--- config.mk ---
export PLATFORM = sky130hd
export DESIGN_NAME = dhf_front
export DESIGN_NICKNAME = d
export VERILOG_FILES = /design/src/design/dhf_pkg.sv /design/src/design/dhf_front.sv
export SDC_FILE = /design/constraint.sdc
export NUM_CORES = 1
export LEC_CHECK = 0
export BUFFER_PORTS_ARGS = -buffer_cell sky130_fd_sc_hd__buf_2
export CAP_MARGIN = 20
export CORE_ASPECT_RATIO = 1.75
export CORE_MARGIN = 3
export CORE_UTILIZATION = 49
export CTS_BUF_LIST = sky130_fd_sc_hd__clkbuf_4 sky130_fd_sc_hd__clkbuf_8 sky130_fd_sc_hd__clkbuf_16
export CTS_CLUSTER_SIZE = 20
export DETAILED_ROUTE_END_ITERATION = 8
export GPL_ROUTABILITY_DRIVEN = 0
export PLACE_DENSITY = 0.71
export RECOVER_POWER = 100
export SETUP_SLACK_MARGIN = 0.2
export SYNTH_ARGS = -nofsm -noshare
export SYNTH_HDL_FRONTEND = slang
export SYNTH_SLANG_ARGS = --single-unit
export TNS_END_PERCENT = 30
--- constraint.sdc ---
create_clock -name clk -period 2.3 [get_ports clk]
set_clock_uncertainty 0.2 [all_clocks]
set_input_delay 0.115 -clock clk [delete_from_list [all_inputs] [get_ports clk]]
set_output_delay 0.115 -clock clk [all_outputs]
set_load 0.02 [all_outputs]
--- src/design/dhf_pkg.sv ---
`timescale 1ns / 1ps
// ----------------------------------------------------------------------------
// dhf_pkg
// Shared types and register indexes for the depth hole fill core.
// ----------------------------------------------------------------------------
package dhf_pkg;

  localparam logic [1:0] REG_MIN_DEPTH = 2'd0;
  localparam logic [1:0] REG_RADIUS    = 2'd1;
  localparam logic [1:0] REG_WIDTH     = 2'd2;
  localparam logic [1:0] REG_HEIGHT    = 2'd3;

  localparam logic OP_WRITE = 1'b0;
  localparam logic OP_QUERY = 1'b1;

  // one classified request passed from front to back
  typedef struct packed {
    logic        query;   // 0 = store pixel, 1 = query
    logic        in_image;
    logic [9:0]  column;
    logic [8:0]  row;
    logic [15:0] depth_value;
  } dhf_req_t;

  typedef struct packed {
    logic [15:0] min_depth;
    logic [7:0]  radius;
    logic [12:0] width;
    logic [12:0] height;
  } dhf_cfg_t;

endpackage

--- src/design/dhf_front.sv ---
`timescale 1ns / 1ps
// ----------------------------------------------------------------------------
// dhf_front
// Accepts input requests, checks bounds and queues them for the back end.
// ----------------------------------------------------------------------------
module dhf_front #(
  parameter int QUEUE_DEPTH = 4
) (
  input  logic              clk,
  input  logic              rst,
  input  logic              in_valid,
  output logic              in_ready,
  input  logic              in_op,
  input  logic [9:0]        in_column,
  input  logic [8:0]        in_row,
  input  logic [15:0]       in_depth,
  input  dhf_pkg::dhf_cfg_t cfg,
  output logic              req_valid,
  input  logic              req_ready,
  output dhf_pkg::dhf_req_t req
);

  localparam int PW = (QUEUE_DEPTH > 1) ? $clog2(QUEUE_DEPTH) : 1;

  dhf_pkg::dhf_req_t queue [QUEUE_DEPTH];
  logic [PW-1:0] wr_ptr;
  logic [PW-1:0] rd_ptr;
  logic [PW:0]   fill;
  logic          push;
  logic          pop;
  dhf_pkg::dhf_req_t incoming;

  assign in_ready  = (fill != (PW+1)'(QUEUE_DEPTH));
  assign push      = in_valid && in_ready;
  assign req_valid = (fill != '0);
  assign pop       = req_valid && req_ready;
  assign req       = queue[rd_ptr];

  always_comb begin
    incoming.query       = (in_op == dhf_pkg::OP_QUERY);
    incoming.in_image    = ({3'b0, in_column} < cfg.width) && ({4'b0, in_row} < cfg.height);
    incoming.column      = in_column;
    incoming.row         = in_row;
    incoming.depth_value = in_depth;
  end

  always_ff @(posedge clk) begin
    if (push) begin
      queue[wr_ptr] <= incoming;
    end
    if (rst) begin
      wr_ptr <= '0;
      rd_ptr <= '0;
      fill   <= '0;
    end else begin
      if (push) begin
        wr_ptr <= (wr_ptr == PW'(QUEUE_DEPTH - 1)) ? '0 : wr_ptr + 1'b1;
      end
      if (pop) begin
        rd_ptr <= (rd_ptr == PW'(QUEUE_DEPTH - 1)) ? '0 : rd_ptr + 1'b1;
      end
      fill <= fill + (PW+1)'(push) - (PW+1)'(pop);
    end
  end

`ifndef SYNTHESIS
  a_fill_bound: assert property (@(posedge clk) disable iff (rst)
    fill <= (PW+1)'(QUEUE_DEPTH)) else $error("queue overfilled");
  a_no_push_full: assert property (@(posedge clk) disable iff (rst)
    (fill == (PW+1)'(QUEUE_DEPTH)) |-> !push) else $error("push into full queue");
  a_fill_step: assert property (@(posedge clk) disable iff (rst)
    (push && !pop) |=> fill == $past(fill) + 1'b1) else $error("fill count slip");
`endif

endmodule

==> reports/qor.yml <==
floorplanning:
  floorplan.io_pins: 129
  die-area_sq_um: 14300
  design.core.area_sq_um: 12500
  die-width_um: 91.7
  floorplan.rows: 54
  die_y_um: 156
  initial_util_pct: 50.4
job:
  maxCapViolCount: 0
cts:
  clock-sinks: 157
  tritoncts: "yes"
  ctsRootBufferMaster: "sky130_fd_sc_hd__clkbuf_16"
  numCtsBuffers: 17
  clk_transition_reported_paths_ns: 0.06
  clk-insertion-delay-late_ns: 0.41
  ctsHtreeMaxLevel: 4
  clockBufferDepth: 2
  cts-hold-fix-buffers: 43
timing:
  grt_setup_unrepaired: "yes"
  setup_slack_ns: 0.0296
  period_needed_ns: 2.27
  hold_violations: 4
  setup_violations: 0
  final.hold.worst_slack_ns: -0.232
  timing.final.crit_share_pct: 98.7
  slew_headroom_pct: 58.5
  setup-tns-final_ns: 0
  worstMarginPinSlew_ns: 0.623
  final-max-slew-violation-count: 0
  max_clock_freq_mhz: 440
logic_synthesis:
  post-synth-top-area-fraction_pct: 70.5
  post_synthesis_instance_total: 303
  syn-cell-area_sq_um: 6300
  synth_top_area_cell: "sky130_fd_sc_hd__edfxtp_1"
  ffs_w_async_s_r_synth_pct: 0
  synth.most_common_cell: "sky130_fd_sc_hd__edfxtp_1"
  synth.net_count: 418
  ys_top_cells_by_count: "sky130_fd_sc_hd__edfxtp_1, sky130_fd_sc_hd__mux4_2, sky130_fd_sc_hd__ha_1"
  yosysWarningCount: 0
  synth_cell_types: 35
  top_area_cells_in_the_synthesized_netlist: "sky130_fd_sc_hd__edfxtp_1, sky130_fd_sc_hd__mux4_2, sky130_fd_sc_hd__ha_1"
  ys_ff_latch: 157
  synth_flop_cell: "sky130_fd_sc_hd__edfxtp_1"
  portion_of_the_post_synthesis_area_used_by_sequential_elements_pct: 73.4
  postSynthAreaPerCell_sq_um: 20.8
  number_of_enable_type_register_cells_in_the_synthesized_netlist: 148
grt:
  global_route_wire_length_before_repair_um: 18700
  vias_in_the_first_global_route: 3648
  grt_max_degree: 38
  antenna_found_initial: 0
  gr-total-overflow: 0
  grt_util_all_layers_pct: 17.6
final_layout:
  layout-drive-gt1-share_pct: 31.8
  layout.core_utilization_pct: 65.3
  fillers: 868
  multi_input_area_sq_um: 1550
  regArea_sq_um: 4630
  num_antenna_cells: 0
  finish.net_count: 595
  synthToLayoutAreaGrowth_pct: 29.5
critical_path:
  worst_ep_arrival_time_ns: 2.37
  path_max_fanout: 2
  startpoint_type: "flop"
  criticalPathCategory: "flop to flop"
  critical_path.startpoint: "fill[1]"
  crit-reg2reg-launch: "fill[1]"
  end_kind: "flop"
  critical_path_required_ns: 2.40
detailed_routing:
  wl_um: 11900
  drt.antenna.violating_nets: 0
  drtIter0Drc: 219
  wl_per_cell_um: 18.0
  drc: 0
  num_vias: 3445
  drt_pre_antenna_iters: 6
  via_per_inst: 5.21
pwr:
  power.ir.vdd_worst_uv: 594
  power-per-cell-area_nw_per_um2: 1040
  post-layout-total-power_w: 0.00848
  power.static_leakage_nw: 2.95
placed_design:
  placement.io_buffers: 104
  hpwlAfterDp_um: 7310
  pre_cts_slack_ns: -0.0158
status:
  outcome: "complete, but fails checks"
  violated_checks: "hold timing"
min_path:
  hold_class: "primary input to flop"
  timing.hold.worst.start: "rst"
==> path summary, 6_finish.rpt <==
| kind | endpoint | slack [ns] | cells past startpoint |
|---|---|---|---|
| max | fill[2] | 0.03 | 11 |
| min | fill[1] | -0.23 | 2 |
| max reg2reg | fill[2] | 0.03 | 11 |
| min reg2reg | wr_ptr[1] | 0.47 | 2 |
==> kinds of logic (layout without fill, tap and decap cells) <==
family / count (synthesis) / after routing / synth area share (%)
flops: 157 / 157 / 73.4
mux: 38 / 38 / 13.8
simple gates: 31 / 31 / 2.58
buf+inv: 31 / 221 / 2.82
xor+xnor: 2 / 2 / 0.278
compound gates: 19 / 19 / 2.03
fa+ha+maj: 25 / 25 / 5.08
==> layer usage <==
layer | vias to the layer above | part of all wire [%] | track usage, % | wire, um
li1 | 1580 | - | - | -
met1 | 1752 | 37 | 20.0 | 4450
met2 | 97 | 57 | 31.7 | 6760
met3 | 16 | 4.2 | 4.01 | 501
met4 | 0 | 1.4 | 7.16 | 163
met5 | - | 0 | 0 | 0
==> where the power goes <==
part           internal, W  total (W)  switching [W]
clock              0.00186    0.00302        0.00116
sequential         0.00344    0.00353      0.0000921
combinational     0.000857    0.00194        0.00108
total              0.00615    0.00848        0.00233
==> final cells by class <==
cell class,count,area share [%]
well taps,168,2.58
multi-input cells,115,19.0
repair buffers,166,12.7
clock inverters,15,2.71
inverters,23,1.06
clock buffers,17,5.21
flip-flops and latches,157,56.7
==> layout by cell type, fill, tap and decap left out, types with 2 or more instances in the layout <==
| cell | count |
|---|---|
| sky130_fd_sc_hd__a21oi_1 | 9 |
| sky130_fd_sc_hd__and3_2 | 4 |
| sky130_fd_sc_hd__buf_2 | 36 |
| sky130_fd_sc_hd__buf_4 | 7 |
| sky130_fd_sc_hd__bufinv_16 | 4 |
| sky130_fd_sc_hd__clkbuf_1 | 49 |
| sky130_fd_sc_hd__clkbuf_16 | 17 |
| sky130_fd_sc_hd__clkbuf_2 | 23 |
| sky130_fd_sc_hd__clkbuf_4 | 7 |
| sky130_fd_sc_hd__clkinv_4 | 2 |
| sky130_fd_sc_hd__dfxtp_1 | 7 |
| sky130_fd_sc_hd__dlygate4sd3_1 | 43 |
| sky130_fd_sc_hd__edfxtp_1 | 148 |
| sky130_fd_sc_hd__ha_1 | 22 |
| sky130_fd_sc_hd__ha_4 | 2 |
| sky130_fd_sc_hd__inv_1 | 20 |
| sky130_fd_sc_hd__inv_2 | 3 |
| sky130_fd_sc_hd__inv_6 | 7 |
| sky130_fd_sc_hd__inv_8 | 2 |
| sky130_fd_sc_hd__mux4_1 | 7 |
| sky130_fd_sc_hd__mux4_2 | 30 |
| sky130_fd_sc_hd__nand2_1 | 7 |
| sky130_fd_sc_hd__nand2_4 | 2 |
| sky130_fd_sc_hd__nor2_1 | 6 |
| sky130_fd_sc_hd__nor2b_1 | 2 |
| sky130_fd_sc_hd__o21ai_0 | 2 |
| sky130_fd_sc_hd__or3_1 | 2 |
==> stage by stage <==
stage / instance area, sq um / std cells
after floorplan: 6340 / 303
after global placement: 7150 / 578
after detailed placement: 7150 / 578
after CTS: 8290 / 658
after global routing: 8160 / 661
final: 8160 / 661
==> critical path, stage by stage, from the launching register on <==
cell and delay (ns):
sky130_fd_sc_hd__dfxtp_1 0.32, sky130_fd_sc_hd__or3_4 0.40, sky130_fd_sc_hd__nand2_4 0.07, sky130_fd_sc_hd__inv_2 0.05
sky130_fd_sc_hd__ha_4 0.21, sky130_fd_sc_hd__inv_2 0.06, sky130_fd_sc_hd__ha_4 0.11, sky130_fd_sc_hd__inv_2 0.03
sky130_fd_sc_hd__fa_2 0.33, sky130_fd_sc_hd__xor2_1 0.16, sky130_fd_sc_hd__xnor2_1 0.17, sky130_fd_sc_hd__nor2_1 0.06
==> flip-flops by register name, indices dropped and copies added, names as in the netlist, named ones only <==
register,count
wr_ptr,2
rd_ptr,2
fill,3
queue,148
==> timing repair <==
item | 4_1_cts | 5_1_grt
buffers inserted | 4 | 3
endpoints found under the setup margin | 33 | 19
gates cloned | 1 | 0
endpoints found under the hold margin | 157 | 4
resized for setup | 2 | 3
pin swaps | 6 | 6
Note: power is estimated with default switching activity, not from simulation.
